## src/hw/rtl/sound_cpu_io_timer_registers_assert.svh

```systemverilog
// assertion macros for the sound cpu register page
`ifndef SOUND_CPU_IO_TIMER_REGISTERS_ASSERT_SVH
`define SOUND_CPU_IO_TIMER_REGISTERS_ASSERT_SVH
`ifndef SYNTHESIS
// same-cycle implication, sampled on clk_i, quiet during reset
`define SCIT_ASSERT_NOW(label, ante, cons) \
  label: assert property (@(posedge clk_i) disable iff (!rst_ni) (ante) |-> (cons)) \
    else $error("sound cpu register page: same-cycle check failed");
// next-cycle implication, sampled on clk_i, quiet during reset
`define SCIT_ASSERT_NEXT(label, ante, cons) \
  label: assert property (@(posedge clk_i) disable iff (!rst_ni) (ante) |=> (cons)) \
    else $error("sound cpu register page: next-cycle check failed");
`else
`define SCIT_ASSERT_NOW(label, ante, cons)
`define SCIT_ASSERT_NEXT(label, ante, cons)
`endif
`endif

```

## src/hw/rtl/scit_pkg.sv

```systemverilog
`timescale 1ns / 1ps

package scit_pkg;

  // field widths
  localparam int unsigned ModeW   = 3;
  localparam int unsigned AddrW   = 16;
  localparam int unsigned DataW   = 8;
  localparam int unsigned SrcW    = 2;
  localparam int unsigned TOutW   = 4;
  localparam int unsigned PresW   = 3;

  localparam int unsigned NumPorts  = 4;
  localparam int unsigned NumAux    = 2;
  localparam int unsigned NumTimers = 3;

  // prescaler reload value for timers 0 and 1
  localparam logic [PresW-1:0] PrescaleDivide = PresW'(4);

  // operation codes of an input item
  typedef enum logic [ModeW-1:0] {
    MODE_SND_RD   = 3'd0,
    MODE_SND_WR   = 3'd1,
    MODE_HOST_RD  = 3'd2,
    MODE_HOST_WR  = 3'd3,
    MODE_PRES_TCK = 3'd4,
    MODE_FAST_TCK = 3'd5
  } mode_e;

  // where the byte of an access lives
  typedef enum logic [SrcW-1:0] {
    SRC_BLOCK = 2'd0,
    SRC_RAM   = 2'd1,
    SRC_IPL   = 2'd2,
    SRC_DSP   = 2'd3
  } src_e;

  // register page location and offsets within it
  localparam logic [11:0] PageBase = 12'h00F;
  localparam logic [AddrW-1:0] IplBase = 16'hFFC0;

  localparam logic [3:0] REG_CONTROL  = 4'h1;
  localparam logic [3:0] REG_DSP_ADDR = 4'h2;
  localparam logic [3:0] REG_DSP_DATA = 4'h3;
  localparam logic [3:0] REG_PORT0    = 4'h4;
  localparam logic [3:0] REG_PORT1    = 4'h5;
  localparam logic [3:0] REG_PORT2    = 4'h6;
  localparam logic [3:0] REG_PORT3    = 4'h7;
  localparam logic [3:0] REG_AUX0     = 4'h8;
  localparam logic [3:0] REG_AUX1     = 4'h9;
  localparam logic [3:0] REG_TARGET0  = 4'hA;
  localparam logic [3:0] REG_TARGET1  = 4'hB;
  localparam logic [3:0] REG_TARGET2  = 4'hC;
  localparam logic [3:0] REG_OUT0     = 4'hD;
  localparam logic [3:0] REG_OUT1     = 4'hE;
  localparam logic [3:0] REG_OUT2     = 4'hF;

  // control register layout
  localparam logic [DataW-1:0] CtrlReset = 8'h80;
  localparam logic [DataW-1:0] CtrlMask  = 8'h87;
  localparam int unsigned CtrlIplBit   = 7;
  localparam int unsigned CtrlClrLoBit = 4;
  localparam int unsigned CtrlClrHiBit = 5;

  localparam logic [DataW-1:0] AuxReset = 8'hFF;

  // per-timer strobes from the register decode
  typedef struct packed {
    logic             tick;
    logic             clr_all;
    logic             clr_out;
    logic             tgt_we;
    logic [DataW-1:0] tgt_data;
  } timer_ctl_t;

endpackage

```

## src/hw/rtl/scit_in_if.sv

```systemverilog
`timescale 1ns / 1ps

interface scit_in_if;
  logic                           valid;
  logic                           ready;
  logic [scit_pkg::ModeW-1:0]     mode;
  logic [scit_pkg::AddrW-1:0]     address;
  logic [scit_pkg::DataW-1:0]     write_data;

  modport source (output valid, mode, address, write_data, input ready);
  modport sink   (input valid, mode, address, write_data, output ready);
endinterface

```

## src/hw/rtl/scit_out_if.sv

```systemverilog
`timescale 1ns / 1ps

interface scit_out_if;
  logic                           valid;
  logic                           ready;
  logic [scit_pkg::DataW-1:0]     read_data;
  logic [scit_pkg::SrcW-1:0]      data_source;
  logic [scit_pkg::DataW-1:0]     dsp_address;
  logic                           dsp_wr;

  modport source (output valid, read_data, data_source, dsp_address, dsp_wr, input ready);
  modport sink   (input valid, read_data, data_source, dsp_address, dsp_wr, output ready);
endinterface

```

## src/hw/rtl/scit_timer.sv

```systemverilog
`timescale 1ns / 1ps

module scit_timer (
  input  logic                        clk_i,
  input  logic                        rst_ni,
  input  logic                        enable_i,
  input  scit_pkg::timer_ctl_t        ctl_i,
  output logic [scit_pkg::TOutW-1:0]  out_o
);

  logic [scit_pkg::DataW-1:0] tgt_q, tgt_d;
  logic [scit_pkg::DataW-1:0] cnt_q, cnt_d;
  logic [scit_pkg::TOutW-1:0] out_q, out_d;
  logic [scit_pkg::DataW-1:0] cnt_inc;

  // load the target, clear on request, count up on an enabled tick, wrap to zero on a target match
  always_comb begin
    tgt_d   = tgt_q;
    cnt_d   = cnt_q;
    out_d   = out_q;
    cnt_inc = cnt_q + scit_pkg::DataW'(1);
    if (ctl_i.tgt_we) begin
      tgt_d = ctl_i.tgt_data;
    end
    if (ctl_i.clr_all) begin
      cnt_d = '0;
      out_d = '0;
    end
    if (ctl_i.clr_out) begin
      out_d = '0;
    end
    if (ctl_i.tick && enable_i) begin
      if (cnt_inc == tgt_q) begin
        cnt_d = '0;
        out_d = out_q + scit_pkg::TOutW'(1);
      end else begin
        cnt_d = cnt_inc;
      end
    end
  end

  // timer state
  always_ff @(posedge clk_i or negedge rst_ni) begin
    if (!rst_ni) begin
      tgt_q <= '0;
      cnt_q <= '0;
      out_q <= '0;
    end else begin
      tgt_q <= tgt_d;
      cnt_q <= cnt_d;
      out_q <= out_d;
    end
  end

  assign out_o = out_q;

endmodule

```

## src/hw/rtl/sound_cpu_io_timer_registers.sv

```systemverilog
`timescale 1ns / 1ps

// Register page of the sound CPU at 0x00F0-0x00FF with the host side of the
// four mailbox ports and three interval timers. Every mode (sound read or
// write, host read or write, prescaler tick, fast tick) gives exactly one
// result. The block takes one transfer per clock cycle while the receiver takes
// each result: state is updated at the accepting edge and the result sits in a
// single output register, so it is offered in the cycle after acceptance and a
// new transfer is taken in the same cycle the previous result is taken. There is
// no clearing pass after reset; the block is ready as soon as reset is released.
module sound_cpu_io_timer_registers (
  input  logic        clk_i,
  input  logic        rst_ni,
  scit_in_if.sink     in_i,
  scit_out_if.source  out_o
);

  `include "sound_cpu_io_timer_registers_assert.svh"

  logic                         accept;
  logic                         page_hit;
  logic [3:0]                   reg_idx;
  logic [1:0]                   tsel;

  logic [scit_pkg::DataW-1:0]   ctrl_q, ctrl_d;
  logic [scit_pkg::DataW-1:0]   dsp_addr_q, dsp_addr_d;
  logic [scit_pkg::DataW-1:0]   h2s_q [scit_pkg::NumPorts];
  logic [scit_pkg::DataW-1:0]   h2s_d [scit_pkg::NumPorts];
  logic [scit_pkg::DataW-1:0]   s2h_q [scit_pkg::NumPorts];
  logic [scit_pkg::DataW-1:0]   s2h_d [scit_pkg::NumPorts];
  logic [scit_pkg::DataW-1:0]   aux_q [scit_pkg::NumAux];
  logic [scit_pkg::DataW-1:0]   aux_d [scit_pkg::NumAux];
  logic [scit_pkg::PresW-1:0]   pres_q, pres_d;
  logic [scit_pkg::PresW-1:0]   pres_dec;

  scit_pkg::timer_ctl_t         tmr_ctl [scit_pkg::NumTimers];
  logic [scit_pkg::TOutW-1:0]   tmr_out [scit_pkg::NumTimers];

  logic [scit_pkg::DataW-1:0]   rd_d;
  scit_pkg::src_e               src_d;
  logic [scit_pkg::DataW-1:0]   daddr_d;
  logic                         dwr_d;

  logic                         out_valid_q;
  logic [scit_pkg::DataW-1:0]   rd_q;
  logic [scit_pkg::SrcW-1:0]    src_q;
  logic [scit_pkg::DataW-1:0]   daddr_q;
  logic                         dwr_q;

  // handshake: take a transfer whenever the result register is free or drains
  assign in_i.ready = !out_valid_q || out_o.ready;
  assign accept     = in_i.valid && in_i.ready;

  // page decode
  assign page_hit = (in_i.address[scit_pkg::AddrW-1:4] == scit_pkg::PageBase);
  assign reg_idx  = in_i.address[3:0];

  // register page decode and next state
  always_comb begin
    ctrl_d     = ctrl_q;
    dsp_addr_d = dsp_addr_q;
    h2s_d      = h2s_q;
    s2h_d      = s2h_q;
    aux_d      = aux_q;
    pres_d     = pres_q;
    pres_dec   = pres_q - scit_pkg::PresW'(1);
    tsel       = '0;
    rd_d       = '0;
    src_d      = scit_pkg::SRC_BLOCK;
    daddr_d    = '0;
    dwr_d      = 1'b0;
    for (int t = 0; t < scit_pkg::NumTimers; t++) begin
      tmr_ctl[t]          = '0;
      tmr_ctl[t].tgt_data = in_i.write_data;
    end

    case (in_i.mode)
      scit_pkg::MODE_SND_RD: begin
        if (page_hit) begin
          case (reg_idx)
            scit_pkg::REG_DSP_ADDR: rd_d = dsp_addr_q;
            scit_pkg::REG_DSP_DATA: begin
              src_d   = scit_pkg::SRC_DSP;
              daddr_d = dsp_addr_q;
            end
            scit_pkg::REG_PORT0, scit_pkg::REG_PORT1,
            scit_pkg::REG_PORT2, scit_pkg::REG_PORT3: begin
              rd_d = h2s_q[in_i.address[1:0]];
            end
            scit_pkg::REG_AUX0, scit_pkg::REG_AUX1: begin
              rd_d = aux_q[in_i.address[0]];
            end
            scit_pkg::REG_OUT0, scit_pkg::REG_OUT1, scit_pkg::REG_OUT2: begin
              // timer outputs clear on read
              tsel = 2'(reg_idx - scit_pkg::REG_OUT0);
              rd_d = scit_pkg::DataW'(tmr_out[tsel]);
              tmr_ctl[tsel].clr_out = accept;
            end
            default: ;
          endcase
        end else if ((in_i.address >= scit_pkg::IplBase) && ctrl_q[scit_pkg::CtrlIplBit]) begin
          src_d = scit_pkg::SRC_IPL;
        end else begin
          src_d = scit_pkg::SRC_RAM;
        end
      end

      scit_pkg::MODE_SND_WR: begin
        // ram behind the page is always written too
        src_d = scit_pkg::SRC_RAM;
        if (page_hit) begin
          case (reg_idx)
            scit_pkg::REG_CONTROL: begin
              // restart every timer whose enable rises
              for (int t = 0; t < scit_pkg::NumTimers; t++) begin
                tmr_ctl[t].clr_all = accept && !ctrl_q[t] && in_i.write_data[t];
              end
              if (in_i.write_data[scit_pkg::CtrlClrLoBit]) begin
                h2s_d[0] = '0;
                h2s_d[1] = '0;
              end
              if (in_i.write_data[scit_pkg::CtrlClrHiBit]) begin
                h2s_d[2] = '0;
                h2s_d[3] = '0;
              end
              ctrl_d = in_i.write_data & scit_pkg::CtrlMask;
            end
            scit_pkg::REG_DSP_ADDR: dsp_addr_d = in_i.write_data;
            scit_pkg::REG_DSP_DATA: begin
              daddr_d = dsp_addr_q;
              dwr_d   = 1'b1;
            end
            scit_pkg::REG_PORT0, scit_pkg::REG_PORT1,
            scit_pkg::REG_PORT2, scit_pkg::REG_PORT3: begin
              s2h_d[in_i.address[1:0]] = in_i.write_data;
            end
            scit_pkg::REG_AUX0, scit_pkg::REG_AUX1: begin
              aux_d[in_i.address[0]] = in_i.write_data;
            end
            scit_pkg::REG_TARGET0, scit_pkg::REG_TARGET1, scit_pkg::REG_TARGET2: begin
              tsel = 2'(reg_idx - scit_pkg::REG_TARGET0);
              tmr_ctl[tsel].tgt_we = accept;
            end
            default: ;
          endcase
        end
      end

      scit_pkg::MODE_HOST_RD: rd_d = s2h_q[in_i.address[1:0]];

      scit_pkg::MODE_HOST_WR: h2s_d[in_i.address[1:0]] = in_i.write_data;

      scit_pkg::MODE_PRES_TCK: begin
        // divide-by-n prescaler feeds timers 0 and 1
        if (pres_dec == '0) begin
          pres_d             = scit_pkg::PrescaleDivide;
          tmr_ctl[0].tick    = accept;
          tmr_ctl[1].tick    = accept;
        end else begin
          pres_d = pres_dec;
        end
      end

      scit_pkg::MODE_FAST_TCK: tmr_ctl[2].tick = accept;

      default: ;
    endcase
  end

  // timers
  for (genvar g = 0; g < scit_pkg::NumTimers; g++) begin : g_timer
    scit_timer u_timer (
      .clk_i    (clk_i),
      .rst_ni   (rst_ni),
      .enable_i (ctrl_q[g]),
      .ctl_i    (tmr_ctl[g]),
      .out_o    (tmr_out[g])
    );
  end

  // register page state
  always_ff @(posedge clk_i or negedge rst_ni) begin
    if (!rst_ni) begin
      ctrl_q     <= scit_pkg::CtrlReset;
      dsp_addr_q <= '0;
      pres_q     <= scit_pkg::PrescaleDivide;
      for (int i = 0; i < scit_pkg::NumPorts; i++) begin
        h2s_q[i] <= '0;
        s2h_q[i] <= '0;
      end
      for (int i = 0; i < scit_pkg::NumAux; i++) begin
        aux_q[i] <= scit_pkg::AuxReset;
      end
    end else if (accept) begin
      ctrl_q     <= ctrl_d;
      dsp_addr_q <= dsp_addr_d;
      pres_q     <= pres_d;
      h2s_q      <= h2s_d;
      s2h_q      <= s2h_d;
      aux_q      <= aux_d;
    end
  end

  // result register
  always_ff @(posedge clk_i or negedge rst_ni) begin
    if (!rst_ni) begin
      out_valid_q <= 1'b0;
    end else if (accept) begin
      out_valid_q <= 1'b1;
    end else if (out_o.ready) begin
      out_valid_q <= 1'b0;
    end
  end

  always_ff @(posedge clk_i) begin
    if (accept) begin
      rd_q    <= rd_d;
      src_q   <= src_d;
      daddr_q <= daddr_d;
      dwr_q   <= dwr_d;
    end
  end

  assign out_o.valid       = out_valid_q;
  assign out_o.read_data   = rd_q;
  assign out_o.data_source = src_q;
  assign out_o.dsp_address = daddr_q;
  assign out_o.dsp_wr      = dwr_q;

  // checks
  `SCIT_ASSERT_NEXT(a_accept_gives_result, accept, out_valid_q)
  `SCIT_ASSERT_NOW(a_dsp_write_via_ram, out_valid_q && dwr_q, src_q == scit_pkg::SRC_RAM)
  `SCIT_ASSERT_NEXT(a_out0_clears_on_read, accept && (in_i.mode == scit_pkg::MODE_SND_RD) && page_hit && (reg_idx == scit_pkg::REG_OUT0), tmr_out[0] == '0)
  `SCIT_ASSERT_NEXT(a_ctrl_clears_low_ports, accept && (in_i.mode == scit_pkg::MODE_SND_WR) && page_hit && (reg_idx == scit_pkg::REG_CONTROL) && in_i.write_data[scit_pkg::CtrlClrLoBit], (h2s_q[0] == '0) && (h2s_q[1] == '0))

endmodule

```

## src/flat_wrapper.sv

```systemverilog
// flat-port wrapper written by rule: the top's interface ports become plain ports
module sound_cpu_io_timer_registers_flat 
  (clk_i, rst_ni, in_i_valid, in_i_mode, in_i_address, in_i_write_data, in_i_ready, out_o_valid, out_o_read_data, out_o_data_source, out_o_dsp_address, out_o_dsp_wr, out_o_ready);
  scit_in_if in_i_i ();
  scit_out_if out_o_i ();
  input  logic clk_i;
  input  logic rst_ni;
  input wire logic [$bits(in_i_i.valid)-1:0] in_i_valid;
  input wire logic [$bits(in_i_i.mode)-1:0] in_i_mode;
  input wire logic [$bits(in_i_i.address)-1:0] in_i_address;
  input wire logic [$bits(in_i_i.write_data)-1:0] in_i_write_data;
  output wire logic [$bits(in_i_i.ready)-1:0] in_i_ready;
  output wire logic [$bits(out_o_i.valid)-1:0] out_o_valid;
  output wire logic [$bits(out_o_i.read_data)-1:0] out_o_read_data;
  output wire logic [$bits(out_o_i.data_source)-1:0] out_o_data_source;
  output wire logic [$bits(out_o_i.dsp_address)-1:0] out_o_dsp_address;
  output wire logic [$bits(out_o_i.dsp_wr)-1:0] out_o_dsp_wr;
  input wire logic [$bits(out_o_i.ready)-1:0] out_o_ready;
  assign in_i_i.valid = in_i_valid;
  assign in_i_i.mode = in_i_mode;
  assign in_i_i.address = in_i_address;
  assign in_i_i.write_data = in_i_write_data;
  assign in_i_ready = in_i_i.ready;
  assign out_o_valid = out_o_i.valid;
  assign out_o_read_data = out_o_i.read_data;
  assign out_o_data_source = out_o_i.data_source;
  assign out_o_dsp_address = out_o_i.dsp_address;
  assign out_o_dsp_wr = out_o_i.dsp_wr;
  assign out_o_i.ready = out_o_ready;
  sound_cpu_io_timer_registers u_core (.clk_i(clk_i), .rst_ni(rst_ni), .in_i(in_i_i), .out_o(out_o_i));
endmodule
```

## config.mk

```make
export PLATFORM = sky130hd
export DESIGN_NAME = sound_cpu_io_timer_registers_flat
export DESIGN_NICKNAME = d
export VERILOG_FILES = /design/src/hw/rtl/scit_pkg.sv /design/src/hw/rtl/scit_in_if.sv /design/src/hw/rtl/scit_out_if.sv /design/src/hw/rtl/scit_timer.sv /design/src/hw/rtl/sound_cpu_io_timer_registers.sv /design/src/flat_wrapper.sv
export VERILOG_INCLUDE_DIRS = /design/src /design/src/hw/rtl
export SDC_FILE = /design/constraint.sdc
export NUM_CORES = 1
export LEC_CHECK = 0
export ABC_CLOCK_PERIOD_IN_PS = 3950
export BUFFER_PORTS_ARGS = -buffer_cell sky130_fd_sc_hd__buf_4
export CAP_MARGIN = 20
export CORE_AREA = 2 2 122 172
export CTS_CLUSTER_DIAMETER = 80
export CTS_CLUSTER_SIZE = 24
export DETAILED_ROUTE_END_ITERATION = 10
export DIE_AREA = 0 0 124 174
export GPL_TIMING_DRIVEN = 1
export PLACE_DENSITY = 0.69
export SETUP_SLACK_MARGIN = 0.5
export SLEW_MARGIN = 0
export SYNTH_ARGS = -nofsm -noshare
export SYNTH_HDL_FRONTEND = slang
export SYNTH_SLANG_ARGS = --single-unit
```

## constraint.sdc

```tcl
create_clock -name clk_i -period 3.95 [get_ports clk_i]
set_input_delay 0.9875 -clock clk_i [delete_from_list [all_inputs] [get_ports clk_i]]
set_output_delay 0.9875 -clock clk_i [all_outputs]
set_load 0.01 [all_outputs]
```

==> reports/results.tsv, run 1 <==
metric	value	unit
status	completed	
Req. time, crit path	4.28	ns
Max Cap Viol	0	
Int Pwr	2.99	mW
row count	62	
Placer Congestion	0.847	
die outline width	124	µm
fillers	1836	
top_reg_cell synth	dfrtp_1	
Final Hold Viols	0	
IO Port Bufs	51	
Switching Fraction	0.248	
Cell variety after synth	67	
IO Count	52	
count of state elements after synthesis	175	
Pre-antenna DRT Iters	5	
sequential share of the synthesized area	0.504	
Overflow after GRT	0	
first-pass GRT wire length	33500	µm
GRT Total Usage	0.202	
routed length per instance	19.0	µm
dpl cell area	9570	µm²
Async SR Flop Fraction	0.891	
combinational share of power	0.075	
Post-Syn Area	8910	µm²
Inserted Diodes	0	
clock sinks	175	
YS warnings	0	
final setup fails	0	
worst-margin pin slew	0.918	ns
RSZ-0062 raised after global routing	no	
worst reg2reg path depth	7	
hold depth	1	
EDFF count, synth	19	
Core ar.	20200	µm²
Pleak	4.66	nW
Worst path top cell family by delay	simple AND/OR/NAND/NOR gates	
Slew Viols, Final	0	
kind of critical path	in -> reg	
clk_skew	0.00720	ns
largest net degree at the start of global routing	68	
crit end category	flip-flop	
1st-iter DRT viols	443	
Tcrit/Tclk final	0.778	
Cells after Synth	750	
PostCTS Resize Cnt	0	
setup bufs post-CTS	0	
total power draw	3.97	mW
syn_nets	793	
share of layout cells above drive strength 1	0.301	
Switch Pwr	0.984	mW
Post-synth top cells	dfrtp_1 (138), mux2_2 (96), nand2_1 (50)	
area grow syn2layout	14.2	%
# DRC	0	
Slew headroom	0.383	
cts hold-fix bufs	0	
CTS tree	built	
worst hold endpoint	u_core.s2h_q[15]	
Buf/Inv on CP	2	
CTS root buf	clkbuf_16	
vias in the first global route	6132	
antenna viol nets, final	0	
average via count per standard cell	5.79	
total number of vias	6150	
r2r startpoint	u_core.g_timer[0].u_timer.cnt_q[0]	
most common cell in the netlist	dfrtp_1	
H-tree levels	4	
Hold Crit Start	u_core.s2h_q[15]	
Worst path max stage delay	0.54	ns
area leader, netlist	dfrtp_1	
CTS max path bufs	2	
Seq pwr share	0.485	
Post-Layout Inst Area	10200	µm²
setup TNS	0	ns
Critical R2R Capture	u_core.g_timer[0].u_timer.cnt_q[4]	
Clock power frac	0.439	
total CTS buffers	17	
Mapped Avg Cell Area	11.9	µm²
CP Cell Sequence	buf_4 > inv_1 > ha_1 > nor4_1 > nor3b_2 > and2_0 > nand2_2 > mux2_2	
DIE AREA	21600	µm²
Routed WL	20200	µm
WHS	0.504	ns
die height	174	µm
share of the synthesized area in the top cell type	0.387	
top cells by area, synth	dfrtp_1 (39%), mux2_2 (12%), edfxtp_1 (6.4%), dfstp_2 (5.3%), mux4_2 (4.0%)	
Power Dens Cells	390	nW/µm²
hpwl dp	14100	µm
register area	4500	µm²
worst path arrival time	3.40	ns
slowest stage cell on the critical path	nor3b_2	
CP startpoint kind	primary input	
crit-path max FO	16	
largest vdd supply drop	0.318	mV
multi-input logic area	4190	µm²
initial core utilization	0.442	
Nets	837	
fin crit period	3.07	ns
clock latency at the later pin of the worst-skew pair	0.44	ns
initial antenna violation count	0	
Reg clk slew, reported paths	0.07	ns
fmax	326	MHz
R2R Setup Slk	1.20	ns
Hold WC Path Type	reg -> reg	
-- sequential cells by signal (all words and copies together) (netlist names), 8 cells and up --
signal                        cells
u_core.h2s_q                     32
u_core.s2h_q                     32
u_core.g_timer.u_timer.cnt_q     24
u_core.g_timer.u_timer.out_o     12
u_core.out_o.dsp_address          8
u_core.aux_q                     16
u_core.dsp_addr_q                 8
u_core.g_timer.u_timer.tgt_q     24
u_core.out_o.read_data            8
-- stage by stage --
step | worst slack [ns] | utilization | instances
global route | 0.754 | 0.505 | 1063
global placement | 0.526 | 0.475 | 1031
floorplan | 0.515 | - | 750
detailed placement | 0.446 | 0.475 | 1031
CTS | 0.891 | 0.505 | 1063
finish | 0.878 | 0.505 | 1063
-- cell type report --
class,instances,area share
Sequential cell,175,0.442
Multi-Input combinational cell,520,0.412
Timing Repair Buffer,65,0.0495
Clock buffer,19,0.0467
Tap cell,256,0.0315
Clock inverter,13,0.0132
Inverter,15,0.00553
-- cell families (layout without fill, tap and decap cells) --
family,count (synthesis),after routing,share of synthesized area
flops,175,175,0.504
compound gates,141,141,0.117
xor+xnor,32,32,0.0314
buf+inv,55,112,0.0258
fa+ha+maj,13,13,0.0180
mux,121,121,0.172
simple gates,213,213,0.131
-- layout by cell type, fill, tap and decap left out, drive strengths merged, types with 8 or more instances in the layout --
master / synthesis / routed
dfrtp: 138 / 138
mux2: 96 / 96
buf: 17 / 65
nand2: 54 / 54
a22o: 35 / 35
o21ai: 33 / 33
nand3: 26 / 26
inv: 15 / 25
nor2: 22 / 22
xnor2: 21 / 21
clkbuf: 23 / 19
edfxtp: 19 / 19
dfstp: 18 / 18
and2: 17 / 17
mux4: 16 / 16
a21oi: 16 / 16
a21o: 14 / 14
nor2b: 13 / 13
nor3: 12 / 12
ha: 12 / 12
and3: 11 / 11
xor2: 11 / 11
nand4: 10 / 10
mux2i: 9 / 9
nor3b: 9 / 9
or3: 8 / 8
-- worst max path at each step --
| stage | slack (ns) | endpoint | cells past startpoint | from |
|---|---|---|---|---|
| after floorplan | 0.51 | u_core.aux_q[0] | 9 | in_i_address[0] |
| after global placement | 0.53 | u_core.s2h_q[7] | 8 | in_i_address[0] |
| after detailed placement | 0.45 | u_core.s2h_q[7] | 8 | in_i_address[0] |
| after CTS | 0.89 | u_core.s2h_q[6] | 8 | in_i_address[0] |
| after global routing | 0.75 | u_core.s2h_q[31] | 8 | in_i_address[0] |
| final | 0.88 | u_core.s2h_q[6] | 8 | in_i_address[0] |
-- power by group through the flow --
| stage | clock network (mW) | logic, mW | registers, mW |
|---|---|---|---|
| after detailed placement | 0 | 0.304 | 1.96 |
| after floorplan | 0 | 0.168 | 1.95 |
| after global routing | 1.85 | 0.333 | 1.94 |
| final | 1.75 | 0.300 | 1.93 |
| after CTS | 1.78 | 0.305 | 1.93 |
| after global placement | 0 | 0.295 | 1.96 |
-- routing by layer --
metal | wire (µm) | part of all wire | GRT usage
met2 | 10400 | 0.51 | 0.338
met1 | 8540 | 0.42 | 0.254
met5 | 0 | 0 | 0
met4 | 362 | 0.018 | 0.0669
met3 | 953 | 0.047 | 0.0476
Power figures use the tool's default switching activity.
==> run 2, diff against run 1 <==
Settings changed: ABC_CLOCK_PERIOD_IN_PS 3950 to 2650, PLACE_DENSITY 0.69 to 0.72.
Clock period 3.95 ns to 2.65 ns, I/O delays scaled along.
==> run 2 against run 1 <==
Compared with the run above: sequential power grew 49%; sequential share of layout area shrank 4.6 points; worst setup slack lost 0.52 ns; die area is the same; first-iteration DRC count grew 31%; cell count grew 5.8%; global-route usage grew 1.9 points; power grew 46%; non-clock buffer count grew 62; clock power grew 38%; critical endpoint is now u_core.g_timer[0].u_timer.out_o[0]; largest power group unchanged.
==> reports/results.tsv, run 2 (synthesis gave the netlist of run 1 again) <==
metric	value	unit	change
Req. time, crit path	2.97	ns	-1.31 ns
initial antenna violation count	1		+1
CTS root buf	clkbuf_16		
Nets	899		+7.4%
Switching Fraction	0.260		+0.0129
largest vdd supply drop	0.446	mV	+40%
Clock power frac	0.417		-0.022
Top Registers	u_core.h2s_q (32), u_core.s2h_q (32)		
clock latency at the later pin of the worst-skew pair	0.44	ns	about the same
Inserted Diodes	0		unchanged
Tcrit/Tclk final	0.866		
DIE AREA	21600	µm²	unchanged
area grow syn2layout	27.8	%	
Routed WL	23000	µm	+14%
Pleak	5.23	nW	+12%
die outline width	124	µm	unchanged
fillers	1630		-11%
worst path arrival time	2.61	ns	-0.79 ns
combinational share of power	0.089		+0.014
worst-margin pin slew	0.706	ns	-0.212 ns
CTS tree	built		
cts hold-fix bufs	0		unchanged
clk_skew	0.00944	ns	+0.00225 ns
crit-path max FO	4		-12
Int Pwr	4.30	mW	+44%
total CTS buffers	17		unchanged
share of layout cells above drive strength 1	0.429		+0.128
1st-iter DRT viols	580		+31%
initial core utilization	0.442		unchanged
Pre-antenna DRT Iters	5		unchanged
met1 Use GR	0.289		+0.0354
setup TNS	0	ns	unchanged
GRT Total Usage	0.221		+0.0191
largest net degree at the start of global routing	59		-13%
IO Count	52		unchanged
Reg clk slew, reported paths	0.07	ns	about the same
hpwl dp	15000	µm	+6.9%
Final Hold Viols	0		unchanged
M3 GR Usage	0.0472		-0.000328
status	completed		
final setup fails	0		unchanged
Core ar.	20200	µm²	unchanged
row count	62		unchanged
crit end category	flip-flop		
clock sinks	175		unchanged
fmax	436	MHz	
met2 Track Usage GR	0.358		+0.0195
# DRC	0		unchanged
total number of vias	6608		+7.4%
Overflow after GRT	0		unchanged
Seq pwr share	0.495		+0.010
kind of critical path	reg -> reg		
Max Cap Viol	0		unchanged
average via count per standard cell	5.87		+1.5%
Power Dens Cells	510	nW/µm²	+31%
Hold WC Path Type	in -> async		
RSZ-0062 raised after global routing	yes		
first-pass GRT wire length	36300	µm	+8.4%
total power draw	5.81	mW	+46%
CP startpoint kind	flip-flop		
fin crit period	2.29	ns	
Switch Pwr	1.51	mW	+54%
most frequent cells in the layout	dfrtp_1 (129), buf_4 (117), mux2_2 (52)		
CTS max path bufs	2		unchanged
antenna viol nets, final	0		unchanged
Slew Viols, Final	0		unchanged
routed length per instance	20.4	µm	+7.3%
IO Port Bufs	51		unchanged
GRT busiest layer	met2		
vias in the first global route	6754		+10%
multi-input logic area	4900	µm²	+17%
H-tree levels	4		unchanged
Placer Congestion	0.869		+2.6%
register area	4510	µm²	+0.25%
commonest non-fill, non-tap cell in the layout	dfrtp_1		
Slew headroom	0.527		+0.144
die height	174	µm	unchanged
-- run 2: changes by cell type in the layout (fill, tap and decap cells not counted), sizes merged --
cell	delta
clkbuf	-2
clkinv	+3
buf	+62
bufinv	-1
-- run 2: through the flow --
stage,cell area [µm²],std cells,worst slack (ns),hold slack [ns],utilization
2_1_floorplan,9530,750,0.138,0.367,-
3_3_place_gp,10300,1055,0.0513,0.488,0.508
3_5_place_dp,10300,1055,0.104,0.494,0.508
4_1_cts,11100,1109,0.326,0.229,0.550
5_1_grt,11400,1125,0.273,0.243,0.565
6_report,11400,1125,0.356,0.208,0.565
-- run 2: final timing paths --
path,startpoint,endpoint,slack (ns),cells past startpoint
max,u_core.g_timer[0].u_timer.cnt_q[1],u_core.g_timer[0].u_timer.out_o[0],0.36,10
min,rst_ni,u_core.g_timer[0].u_timer.cnt_q[4],0.21,1
max reg2reg,u_core.g_timer[0].u_timer.cnt_q[1],u_core.g_timer[0].u_timer.out_o[0],0.36,10
min reg2reg,u_core.pres_q[2],u_core.pres_q[2],0.50,2
max in group asynchronous,rst_ni,u_core.aux_q[11],1.73,2
min in group clk_i,in_i_valid,u_core.out_o.valid,0.49,2
-- run 2: layout make-up --
cell class	count	area share
multi-input cells	520	0.430
flip-flops and latches	175	0.396
repair buffers	127	0.0901
clock buffers	17	0.0374
well taps	256	0.0281
clock inverters	15	0.0124
inverters	15	0.00604
-- run 2: metal layers --
metal	wire, µm	share of wire	vias up
li1	-	-	3001
met1	9600	0.42	3355
met2	11500	0.50	208
met3	1210	0.053	44
met4	636	0.028	0
met5	0	0	-
-- run 2: timing repair --
action | CTS | global route
setup endpoints to repair | 36 | 64
gates resized for setup | 30 | 37
gates cloned | 2 | 0
setup buffers | 20 | 16
pin swaps | 11 | 21
-- run 2: critical path, cell delays in order (launching register included) --
cell,delay [ns]
dfrtp_1,0.41
ha_4,0.17
nand3_4,0.07
buf_6,0.12
or3b_4,0.37
o31a_1,0.15
buf_4,0.16
nor4_4,0.23
buf_4,0.18
a21boi_4,0.07
mux2_2,0.25
-- run 2: power by group through the flow --
stage / sequential (mW) / clock [mW] / combinational, mW
after global routing: 2.88 / 2.57 / 0.560
after detailed placement: 2.92 / 0 / 0.517
after CTS: 2.87 / 2.46 / 0.518
final: 2.87 / 2.42 / 0.515
after global placement: 2.92 / 0 / 0.502
after floorplan: 2.91 / 0 / 0.304
